===== src/design/mec_pkg.sv =====
`default_nettype none

package mec_pkg;

   // Default number format of a coordinate: signed Q4.28.
   localparam int COORD_BITS_DEF    = 32;
   localparam int FRACTION_BITS_DEF = 28;

   // Scaled products are clamped to a magnitude of 2^PROD_CAP_LOG.
   localparam int PROD_CAP_LOG = 61;

   // Configuration port.
   localparam int CSR_INDEX_W = 2;
   localparam int CSR_DATA_W  = 16;

   localparam logic [CSR_INDEX_W-1:0] CFG_MAX_ITERATIONS  = 2'd0;
   localparam logic [CSR_INDEX_W-1:0] CFG_COLOR_STEP      = 2'd1;
   localparam logic [CSR_INDEX_W-1:0] CFG_NEAR_ZERO_LIMIT = 2'd2;

   localparam int ITER_W  = 8;
   localparam int COLOR_W = 8;
   localparam int LIMIT_W = 16;

   localparam logic [ITER_W-1:0]  MAX_ITERATIONS_RST  = 8'd255;
   localparam logic [COLOR_W-1:0] COLOR_STEP_RST      = 8'd10;
   localparam logic [LIMIT_W-1:0] NEAR_ZERO_LIMIT_RST = 16'd268;

   localparam logic [COLOR_W-1:0] COLOR_MAX = 8'd255;

   // Result word: escaped, iteration_count, red, green (a copy of red), blue, zero fill.
   localparam int RSP_FIELDS_W = 1 + ITER_W + 3 * COLOR_W;
   localparam int RSP_TDATA_W  = ((RSP_FIELDS_W + 7) / 8) * 8;

   typedef struct packed {
      logic load;    // take a new point, clear z and the pass counter
      logic mul;     // register the three scaled products of z
      logic update;  // write the next z and advance the pass counter
      logic latch;   // capture the escape decision
      logic emit;    // load the result register
   } cmd_type;

   typedef struct packed {
      logic escape;  // |z|^2 > 4 for the current z
      logic last;    // all requested passes have been run
   } status_type;

endpackage

`default_nettype wire


===== src/design/mec_controller.sv =====
`default_nettype none

module mec_controller (
   input  wire logic              clock,
   input  wire logic              reset,
   input  wire logic              req_tvalid,
   output logic                   req_tready,
   output logic                   rsp_tvalid,
   input  wire logic              rsp_tready,
   input  wire mec_pkg::status_type status,
   output mec_pkg::cmd_type       cmd
);
   import mec_pkg::*;

   localparam logic [1:0] S_IDLE   = 2'd0;
   localparam logic [1:0] S_MULT   = 2'd1;
   localparam logic [1:0] S_ADD    = 2'd2;
   localparam logic [1:0] S_FINISH = 2'd3;

   logic [1:0] state_ff, state_in;
   logic       rsp_valid_ff, rsp_valid_in;
   logic       done;
   logic       out_free;

   assign req_tready = (state_ff == S_IDLE);
   assign rsp_tvalid = rsp_valid_ff;
   assign done       = status.escape | status.last;
   assign out_free   = ~rsp_valid_ff | rsp_tready;

   always_comb begin
      state_in   = state_ff;
      cmd        = '0;
      cmd.load   = req_tvalid & req_tready;
      case (state_ff)
         S_IDLE: begin
            if (req_tvalid) begin
               state_in = S_MULT;
            end
         end
         S_MULT: begin
            cmd.mul  = 1'b1;
            state_in = S_ADD;
         end
         S_ADD: begin
            cmd.update = ~done;
            cmd.latch  = done;
            state_in   = done ? S_FINISH : S_MULT;
         end
         S_FINISH: begin
            if (out_free) begin
               cmd.emit = 1'b1;
               state_in = S_IDLE;
            end
         end
         default: begin
            state_in = S_IDLE;
         end
      endcase
   end

   always_comb begin
      rsp_valid_in = rsp_valid_ff;
      if (cmd.emit) begin
         rsp_valid_in = 1'b1;
      end else if (rsp_tready) begin
         rsp_valid_in = 1'b0;
      end
   end

   always_ff @(posedge clock) begin
      if (reset) begin
         state_ff     <= S_IDLE;
         rsp_valid_ff <= 1'b0;
      end else begin
         state_ff     <= state_in;
         rsp_valid_ff <= rsp_valid_in;
      end
   end

endmodule

`default_nettype wire


===== config.mk =====
export PLATFORM = sky130hd
export DESIGN_NAME = mec_controller
export DESIGN_NICKNAME = d
export VERILOG_FILES = /design/src/design/mec_pkg.sv /design/src/design/mec_controller.sv
export SDC_FILE = /design/constraint.sdc
export NUM_CORES = 1
export LEC_CHECK = 0
export ABC_AREA = 1
export BUFFER_PORTS_ARGS = -buffer_cell sky130_fd_sc_hd__buf_2
export CAP_MARGIN = 20
export CORE_AREA = 2 2 39 41
export DETAILED_ROUTE_END_ITERATION = 16
export DIE_AREA = 0 0 41 43
export PLACE_DENSITY = 0.36
export SLEW_MARGIN = 15
export SYNTH_ARGS = -nofsm -noshare
export SYNTH_HDL_FRONTEND = slang
export SYNTH_SLANG_ARGS = --single-unit

===== constraint.sdc =====
create_clock -name clock -period 2.1 [get_ports clock]
set_clock_uncertainty 0.15 [all_clocks]
set_input_delay 0 -clock clock [delete_from_list [all_inputs] [get_ports clock]]
set_output_delay 0 -clock clock [all_outputs]
set_load 0.005 [all_outputs]

-- Word-level counts from Yosys, hierarchy flattened
Index checks and enable logic that the tools add are counted.
- equal/unequal tests: 5
- multiplexer cells: 10
- bitwise logic cells: 5
- reduce and logical (&&, ||, !) cells: 3
- operator list (cell ; count):
    $mux 2 ; 4
    $pmux 2 s4 ; 1
    $mux 1 ; 5
    $eq 2x2->1 const B ; 2
    $ne 2x2->1 const B ; 2
    $eq 2x1->1 const B ; 1
    $logic_not 2->1 ; 1
    $not 1->1 ; 2
    $or 1x1->1 ; 2
    $reduce_and 2->1 ; 1
    $reduce_bool 2->1 ; 1
    $and 1x1->1 ; 1
- bits in registers: 3
- input bits: 6
- output and inout bits: 7

-- Longest topological paths before layout
Gate-level depths: netlist of run 1.
- depth in word-level cells: 5
- gate-level depth with buffers: 6
- depth with buffers taken out: 6

-- Worst setup path before layout of run 1
OpenSTA, ideal clock, no wires.
- path kind: flip-flop to flip-flop
- start point: register state_ff[0]
- end point: register state_ff[1]
- library setup time: 109 ps
- arrival: 676 ps
- required time: 1841 ps
- slack: 1165 ps
- cell stages (with the launch flop): 7
- buffers on the path: 0
- period minus slack after synthesis: 935 ps
- path through: dfxtp_1 nand2_2 clkinv_2 nand2_2 nand3_2 nand2_1 inv_1
- word-level cells in the longest chain between the ends: 3
- elaborated cells between the ends (all ways): 8
- classes of those cells: eq/ne (5); mux (1); reduce/logical (2)
- ends and longest elaborated chain (item ; RTL line ; text):
    start, declared ; mec_controller.sv:20 ; logic [1:0] state_ff, state_in;
    start signal, assigned ; mec_controller.sv:75 ; state_ff <= state_in;
    $eq 2x2->1 / $logic_not 2->1 (equally long branches) ; mec_controller.sv:34 ; case (state_ff)
    $ne 2x2->1 (no source line) ; n/a ;
    $reduce_and 2->1 (no source line) ; n/a ;
Several ways; a longest one is shown, not always the timed one.
A chain may end at the register's enable or synchronous reset.

-- Worst setup path in the final report of run 1
- start point: register state_ff[0]
- end point: register state_ff[0]
The elaborated chain is that of the path after synthesis.

==> results.md, run 1 <==
- The largest individual stage delay along the critical path comes from the cell sky130_fd_sc_hd__dlygate4sd3_1.
- Power comes to 0.201 mW.
- The worst setup path is launched from a flop.
- The half-perimeter wire length of the detailed placement result is 335 um.
- The run finished with clean final reports.
- The first-pass GRT wire length is 683 um.
- At the worst endpoint, the required time is 2.12 ns.
- Data on the critical path arrives at its endpoint at 1.54 ns.
- Averaged over all synthesized cells, the footprint is 6.80 um2.
- Summed over all layers, the routed wires come to 400 um.
- The critical path goes through nand2_2 -> clkinv_2 -> nand2_2 -> a21oi_1 -> dlygate4sd3_1.
- The clock transition time at the flip-flop clock pins of the worst setup and hold paths is 0.04 ns.
- Among all flip-flop cells after synthesis, the most frequent one is sky130_fd_sc_hd__dfxtp_1.
- The floorplan step set the die height to 43 um.
- The number of pins with negative max-slew slack in the final report is 0.
- Setup repair after global routing left no endpoint under its margin.
- The global-route usage over all layers is 6.33%.
- The detailed router finished its first iteration with 0 violations.
- In this run the core area contains 14 standard-cell rows.
- The synthesized netlist contains 14 unique library cells.
- The initial antenna violation count is 0.
- Counting flops with an async set or reset pin after synthesis yields a share of 0%.
- Summed over all layers, the global routing overflow is 0.
- The min-delay analysis places its worst path in the category in2reg.
- Dividing total power by cell area gives a power density of 603 nW/um2.
- The worst supply voltage drop on vdd is 0.168 mV.
- The cell area that synthesis handed to floorplanning was 204 um2.
- The area growth from synthesis to layout is 63.2%.
- The floorplan step defined a die boundary enclosing 1760 um2.
- For the finished layout, the period the worst path requires is 1.52 ns.
- The count of instances resized after the clock tree is built is 0.
- The ratio of routed vias to standard cells is 3.36.
- The pin count of the biggest net entering global routing is 8.
- The starting density of the core is 14.7%.
- Yosys printed 0 warnings.
- The number of I/O pins is 13.
- Summed over all cells, the static leakage comes to 0.213 nW.
- The worst slew margin relative to its limit is 84.4%.
- Buffers inserted during clock tree synthesis total 3.
- The number of global-route vias before repair is 196.
- The delay of the slowest cell on the worst path is 0.55 ns.
- The cell occurring most often along the worst timing path is sky130_fd_sc_hd__nand2_2.
- The number of remaining DRC errors is 0.
- The number of nets handed over by synthesis was 36.
- The clock passes through at most 2 buffers.
- The number of endpoints failing setup at the final stage is 0.
- The core outline area is 1380 um2.
- After technology mapping, the gate count stands at 30.
- In this run the worst path has a maximum fanout of 7.
- The most instantiated library cell after synthesis is sky130_fd_sc_hd__inv_1.
- The die boundary width is 41 um.
- Timing would allow up to 658 MHz.
- The startpoint-to-endpoint class of the critical path is reg2reg.
- The area share of the largest cell type after synthesis is 29.4%.
- The setup TNS is 0 ns.
- The final RePlAce weighted congestion is 0.601.
- The clock net in this run drives a total of 3 sinks.
- The hold violation total from the final report is 0.
- The routed design uses 30 um of met3 wire.
- For this run, the detailed router's first-pass iteration total came to 1.
- The number of flip-flops and latches in the synthesized netlist is 3.
- The total number of nets in the final design is 55.
- After detailed routing, the average wire length per cell comes to 6.25 um.
- The fill cell total of the finished layout is 170.
- By area the synthesized netlist is led by sky130_fd_sc_hd__dfxtp_1 (29%), sky130_fd_sc_hd__inv_1 (13%), sky130_fd_sc_hd__nor2_8 (9.8%).
- The commonest cells after synthesis are sky130_fd_sc_hd__inv_1 (7), sky130_fd_sc_hd__nor2_1 (5), sky130_fd_sc_hd__nand2_1 (4), sky130_fd_sc_hd__dfxtp_1 (3), sky130_fd_sc_hd__nand2_2 (2).
- The endpoint kind of the worst setup timing path is a flop.
- The top routing layer in use is met3.
- Input and output buffers added on the ports amount to 12.
- The H-tree depth is 1.
- The routed metal-1 wirelength is 188 um.
- The root buffer cell chosen for the clock tree is sky130_fd_sc_hd__clkbuf_4.
- The slew of the pin with the lowest slew margin is 0.233 ns.
- The cell taking the most area after synthesis is sky130_fd_sc_hd__dfxtp_1.
- TritonCTS built the clock tree.
- The reported max-cap violation count is 0.
- Across all layers, the routed design uses 215 vias.
- In the finished design, the share of the clock period the worst path needs comes to 72.4%.
- The synthesized design contains 0 enable-type register cells.
- The worst-skew pair later-pin latency is 0.23 ns.
- The number of diodes added for antenna fixing is 0.
- Sequential cells were found to cover 29.4% of the synthesized design area.
- The number of nets still failing antenna checks after routing is 0.
- Cells with a size suffix above 1 make up 43.8% of the layout.
- The routed design uses 180 um of met2 wire.
[per-stage QoR]
stage	util [%]	instance area (um2)	instances	worst slack (ns)	hold slack, ns
after global placement	20.0	277	57	1.10	0.0500
after CTS	24.1	333	64	0.574	0.0305
after detailed placement	20.0	277	57	1.10	0.0593
after global routing	24.1	333	64	0.478	0.100
after floorplan	-	204	30	1.17	-0.0809
final	24.1	333	64	0.581	0.0252
[metal layers]
| layer | vias up | track usage, % |
|---|---|---|
| li1 | 122 | - |
| met1 | 87 | 6.75 |
| met2 | 6 | 7.50 |
| met3 | 0 | 4.71 |
| met4 | 0 | 6.00 |
| met5 | - | 0 |
[critical path, delay by kind of cell (launching register included)]
kind | cells | cell delay, ns
buffers and inverters | 2 | 0.61
AO/OA/AOI/OAI | 1 | 0.11
flip-flops | 1 | 0.44
AND/OR/NAND/NOR | 2 | 0.15
[cell families (layout without fill, tap and decap cells)]
kind of cell           Yosys count  count (layout)  synth area share [%]
AND/OR/NAND/NOR                 15              15                  43.6
buffers and inverters           10              28                  20.9
flip-flops                       3               3                  29.4
AO/OA/AOI/OAI                    2               2                  6.13
[worst paths after layout]
path,cells past startpoint,slack (ns),endpoint,startpoint
min,7,0.03,state_ff[1]$_SDFFE_PP0P_,status[0]
max,5,0.58,state_ff[0]$_SDFFE_PP0P_,state_ff[0]$_SDFFE_PP0P_
min reg2reg,4,0.49,rsp_tvalid$_SDFFE_PP0P_,rsp_tvalid$_SDFFE_PP0P_
max reg2reg,5,0.58,state_ff[0]$_SDFFE_PP0P_,state_ff[0]$_SDFFE_PP0P_
[flip-flops by register name, indices dropped and copies added, names as in the netlist]
signal      count
rsp_tvalid      1
state_ff        2
[where the power goes]
group          internal [mW]  switching (mW)  total [mW]
combinational         0.0204          0.0163      0.0367
sequential            0.0608         0.00519      0.0660
clock                 0.0710          0.0271      0.0981
[placed cells by master (no fill, tap or decap)]
cell and instances:
sky130_fd_sc_hd__buf_2 12, sky130_fd_sc_hd__inv_1 7, sky130_fd_sc_hd__nor2_1 5, sky130_fd_sc_hd__nand2_1 4, sky130_fd_sc_hd__clkbuf_4 3, sky130_fd_sc_hd__dlygate4sd3_1 3, sky130_fd_sc_hd__dfxtp_1 3, sky130_fd_sc_hd__nand2_2 2
sky130_fd_sc_hd__nor2_8 1, sky130_fd_sc_hd__inv_2 1, sky130_fd_sc_hd__nor3_1 1, sky130_fd_sc_hd__nor3b_1 1, sky130_fd_sc_hd__clkinv_2 1, sky130_fd_sc_hd__nand3_2 1, sky130_fd_sc_hd__o21bai_1 1, sky130_fd_sc_hd__a21oi_1 1
sky130_fd_sc_hd__clkbuf_1 1
[what timing repair did]
action | in CTS | in global routing
endpoints found under the hold margin | 3 | 0
hold buffers | 3 | 0
setup buffers | 0 | 0
[area by class of cell]
cell class	count	area [um2]	share of cell area, %
Sequential cell	3	60.1	18.0
Timing Repair Buffer	15	90.1	27.1
Tap cell	16	20.0	6.02
Inverter	9	35.0	10.5
Multi-Input combinational cell	17	101	30.5
Clock buffer	4	26.3	7.89
Power figures use the tool's default switching activity.
==> run 2, diff against run 1 <==
--- a/config.mk
+++ b/config.mk
@@ -5,13 +5,13 @@
 export SDC_FILE = /design/constraint.sdc
 export NUM_CORES = 1
 export LEC_CHECK = 0
-export ABC_AREA = 1
+export ABC_AREA = 0
 export BUFFER_PORTS_ARGS = -buffer_cell sky130_fd_sc_hd__buf_2
 export CAP_MARGIN = 20
 export CORE_AREA = 2 2 39 41
 export DETAILED_ROUTE_END_ITERATION = 16
 export DIE_AREA = 0 0 41 43
-export PLACE_DENSITY = 0.36
+export PLACE_DENSITY = 0.33
 export SLEW_MARGIN = 15
 export SYNTH_ARGS = -nofsm -noshare
 export SYNTH_HDL_FRONTEND = slang
==> constraint.sdc (replaced) <==
create_clock -name clock -period 1.5 [get_ports clock]
set_clock_uncertainty 0.15 [all_clocks]
set_input_delay 0 -clock clock [delete_from_list [all_inputs] [get_ports clock]]
set_output_delay 0 -clock clock [all_outputs]
set_load 0.005 [all_outputs]
==> run 2 against run 1 <==
Effect of this change:
- die area unchanged
- routed wire length stayed put
- design area shrank 11%
- via count fell by 7.9%
- sequential share of layout area grew 2.2 points
- core utilization is 2.6 points lower
- critical path depth down 1
- combinational power grew 25%
- power increased by 39%
- non-clock buffer count unchanged
- register-to-register slack lost 0.19 ns
- highest routed layer unchanged
==> results.md, run 2 <==
- The total wire length after detailed routing came to 400 um (unchanged).
- The share of total power in the clock network is 50.8% (was 48.9%).
- The number of nets still failing antenna checks after routing is 0 (unchanged).
- The number of buffers created by CTS came to 3 (unchanged).
- The total power after layout is 0.280 mW (was 0.201 mW).
- The cell at the root of the clock tree is sky130_fd_sc_hd__clkbuf_4 (unchanged).
- The clock transition time at the flip-flop clock pins of the worst setup and hold paths came to 0.04 ns (about the same).
- The overall die height is 43 um (unchanged).
- The startpoint class of the critical path is a flop (unchanged).
- The critical path data arrival time is 1.17 ns (was 1.54 ns).
- The number of nets in the synthesized netlist is 29 (was 36).
- The areal power density over the cells is 944 nW/um2 (was 603 nW/um2).
- The slew of the pin with the lowest slew margin came to 0.279 ns (was 0.233 ns).
- The number of global-route vias before repair is 154 (was 196).
- The highest fanout seen on the critical path was 8 (was 7).
- The share of cells above drive strength 1 is 41.5% (was 43.8%).
- The number of I/O pins is 13 (unchanged).
- Highest-count cells in the layout ignoring fill and taps: sky130_fd_sc_hd__buf_2 (12), sky130_fd_sc_hd__nor2_1 (4), sky130_fd_sc_hd__clkbuf_4 (3), sky130_fd_sc_hd__dlygate4sd3_1 (3), sky130_fd_sc_hd__dfxtp_1 (3) (was sky130_fd_sc_hd__buf_2 (12), sky130_fd_sc_hd__inv_1 (7), sky130_fd_sc_hd__nor2_1 (5)).
- The core outline area is 1380 um2 (unchanged).
- The first-pass iteration count of the detailed router was 2 (was 1).
- The leading cell type in the layout, fill and taps excluded is sky130_fd_sc_hd__buf_2 (unchanged).
- The part of the cycle the worst path needs is 88.1%.
- The worst reg-to-reg setup slack is 0.39 ns (was 0.58 ns).
- The met3 global-route usage is 4.71% (unchanged).
- The final RePlAce weighted congestion came to 0.574 (was 0.601).
- The hold violation total from the final report is 0 (unchanged).
- The fraction of met2 tracks used by global routing is 5.94% (was 7.50%).
- The area growth from synthesis to layout is 76.9% (was 63.2%).
- The most instantiated library cell after synthesis is sky130_fd_sc_hd__nor2_1 (was sky130_fd_sc_hd__inv_1).
- The delay of the slowest cell on the worst path is 0.43 ns (was 0.55 ns).
- The reported max-cap violation count is 0 (unchanged).
- The port buffer count is 12 (unchanged).
- The total placed cells including tap cells is 50 (was 57).
- Run status: finished, final reports clean (unchanged).
- The starting density of the core was 12.1% (was 14.7%).
- The path category of the worst min-delay check was in2reg (unchanged).
- The flip-flop and latch area came to 60.1 um2 (unchanged).
- The leakage component of the power is 0.148 nW (was 0.213 nW).
- The count of instances resized after the clock tree is built was 0 (unchanged).
- The cell-internal power is 0.213 mW (was 0.152 mW).
- The ratio of routed vias to standard cells is 3.47 (was 3.36).
- The predominant post-synthesis flop cell is sky130_fd_sc_hd__dfxtp_1 (unchanged).
- The worst supply voltage drop on vdd is 0.492 mV (was 0.168 mV).
- The worst-skew pair later-pin latency is 0.23 ns (about the same).
- The overall die area is 1760 um2 (unchanged).
- The area share of the largest cell type after synthesis is 35.8% (was 29.4%).
- The number of diodes added for antenna fixing is 0 (unchanged).
- The cell with the largest stage delay on the worst path is sky130_fd_sc_hd__dfxtp_1 (was sky130_fd_sc_hd__dlygate4sd3_1).
- The switching power share of the total is 24.0% (was 24.2%).
- The TritonCTS sink count came to 3 (unchanged).
- The initial DRC count is 4 (was 0).
- The number of remaining DRC errors is 0 (unchanged).
- The endpoint kind of the worst setup timing path is a primary output (was flop).
- The die boundary width is 41 um (unchanged).
- The number of distinct library cell variants in the gate-level netlist after synthesis came to 15 (was 14).
- Timing would allow up to 756 MHz.
- The switching power summed over all nets is 0.0672 mW (was 0.0486 mW).
- The fraction of registers with async set/reset was 0% (unchanged).
- The H-tree depth is 1 (unchanged).
- The number of non-filler instances in the completed layout came to 57 (was 64).
- The count of flip-flops with a built-in enable after synthesis is 0 (unchanged).
- Largest cells by area after synthesis: sky130_fd_sc_hd__dfxtp_1 (36%), sky130_fd_sc_hd__nor2_1 (9.0%), sky130_fd_sc_hd__a21oi_1 (6.0%) (was sky130_fd_sc_hd__dfxtp_1 (29%), sky130_fd_sc_hd__inv_1 (13%), sky130_fd_sc_hd__nor2_8 (9.8%)).
- The cell taking the most area after synthesis is sky130_fd_sc_hd__dfxtp_1 (unchanged).
- The mean routed wirelength per cell is 7.02 um (was 6.25 um).
- The number of pins with negative max-slew slack in the final report came to 0 (unchanged).
- The flip-flop count of the largest register after layout is 2 (unchanged).
- The met1 usage in global routing was 7.72% (was 6.75%).
- The number of placement rows was 14 (unchanged).
- The setup TNS was 0 ns (unchanged).
- The largest register by flop count was state_ff (unchanged).
- The first-pass GRT wire length was 621 um (was 683 um).
- Worst path cell trace: nand2b_1 -> or2_1 -> inv_1 -> buf_2 (was nand2_2 -> clkinv_2 -> nand2_2 -> a21oi_1 -> dlygate4sd3_1).
- The worst slew margin relative to its limit was 81.4% (was 84.4%).
- The half-perimeter wire length of the detailed placement result was 290 um (was 335 um).
- The number of buffers between clock root and the deepest sink is 2 (unchanged).
- The part of the total power dissipated in combinational logic is 16.4% (was 18.3%).
- The total number of nets in the final design is 48 (was 55).
- The global-route usage over all layers is 5.52% (was 6.33%).
- The peak-usage layer in the global routing report is met1 (was met2).
- The initial antenna violation count is 0 (unchanged).
- The overall overflow remaining after global route was 0 (unchanged).
- Most frequent cells after synthesis: sky130_fd_sc_hd__nor2_1 (4), sky130_fd_sc_hd__dfxtp_1 (3), sky130_fd_sc_hd__a21oi_1 (2), sky130_fd_sc_hd__inv_1 (2), sky130_fd_sc_hd__nand2_1 (2) (was sky130_fd_sc_hd__inv_1 (7), sky130_fd_sc_hd__nor2_1 (5), sky130_fd_sc_hd__nand2_1 (4), sky130_fd_sc_hd__dfxtp_1 (3), sky130_fd_sc_hd__nand2_2 (2)).
- The startpoint-to-endpoint class of the critical path is reg2out (was reg2reg).
- RSZ-0062 raised after global routing: false (unchanged).
- The share of power burned in registers is 32.8% (was 32.9%).
- The clock tree from TritonCTS is built (unchanged).
- The portion of the post-synthesis area used by sequential elements was 35.8% (was 29.4%).
- The kind of cell adding the most delay to the critical path is flip-flops (was buffers and inverters).
- The minimum clock period is 1.32 ns.
- The fill cell total of the finished layout is 159 (was 170).
- The total of warnings raised by yosys is 0 (unchanged).
- The netlist area before placement was 168 um2 (was 204 um2).
- The multi-input combinational cell area came to 92.6 um2 (was 101 um2).
- The required arrival time at the worst endpoint is 1.35 ns (was 2.12 ns).
- The buffering stage count on the worst path with inverters included is 2 (unchanged).
- The number of flip-flops and latches in the synthesized netlist was 3 (unchanged).
- The number of endpoints failing setup at the final stage is 0 (unchanged).
- The total number of vias is 198 (was 215).
- The pin count of the biggest net entering global routing came to 9 (was 8).
- The post-synthesis average cell area is 7.29 um2 (was 6.80 um2).
- The gate count after technology mapping is 23 (was 30).
-- run 2: cell types whose count changed after synthesis, sizes merged --
cell    change
or2         +1
and2        +1
nor3b       -1
nor2b       +1
a21oi       +2
nand3       -1
o21ai       +1
nand2       -4
clkinv      -1
nand2b      +1
and2b       +1
nor2        -2
inv         -6
-- run 2: cell families after synthesis --
group | after synthesis | synth area share [%]
simple gates | 12 | 36.6
buf+inv | 3 | 8.96
compound gates | 5 | 18.7
flops | 3 | 35.8
-- run 2: power groups by stage --
stage,sequential (mW),combinational [mW],clock (mW)
final,0.0917,0.0460,0.142
after global placement,0.0934,0.0410,0
after CTS,0.0920,0.0468,0.151
after floorplan,0.0917,0.0213,0
after detailed placement,0.0934,0.0407,0
after global routing,0.0930,0.0529,0.159
-- run 2: metal layers --
metal	share of wire, %	vias up
met1	50	77
met3	13	0
li1	-	108
met2	37	13
met4	0	0
met5	0	-
-- run 2: cell type report --
type,count,share of cell area [%]
timing repair buffer,15,30.4
sequential,3,20.3
inverter,2,2.53
multi-input combinational,17,31.2
clock buffer,4,8.86
tap,16,6.75
-- run 2: worst min-delay path, delay by kind of cell --
family / cells / cell delay [ns]
AO/OA/AOI/OAI: 1 / 0.05
buffers and inverters: 1 / 0.10
AND/OR/NAND/NOR: 2 / 0.19
-- run 2: worst paths after layout --
kind / start / to / cells after the start
max: state_ff[1]$_SDFFE_PP0P_ / cmd[1] / 4
min: status[1] / state_ff[1]$_SDFFE_PP0P_ / 4
max reg2reg: state_ff[1]$_SDFFE_PP0P_ / state_ff[1]$_SDFFE_PP0P_ / 3
min reg2reg: state_ff[1]$_SDFFE_PP0P_ / state_ff[0]$_SDFFE_PP0P_ / 2
-- run 2: through the flow --
step / hold slack (ns) / area [um2] / util, % / setup WS, ns
after floorplan: -0.116 / 168 / - / 0.483
after global placement: 0.0525 / 240 / 17.4 / 0.411
after detailed placement: 0.0532 / 240 / 17.4 / 0.388
after CTS: 0.0137 / 297 / 21.4 / 0.154
after global routing: 0.0786 / 297 / 21.4 / 0.0793
final: 0.0131 / 297 / 21.4 / 0.178
-- run 2: repair_timing --
item / CTS / global route
setup buffers: 0 / 0
hold buffers: 3 / 0
setup endpoints to repair: 0 / 0
hold endpoints to repair: 3 / 0
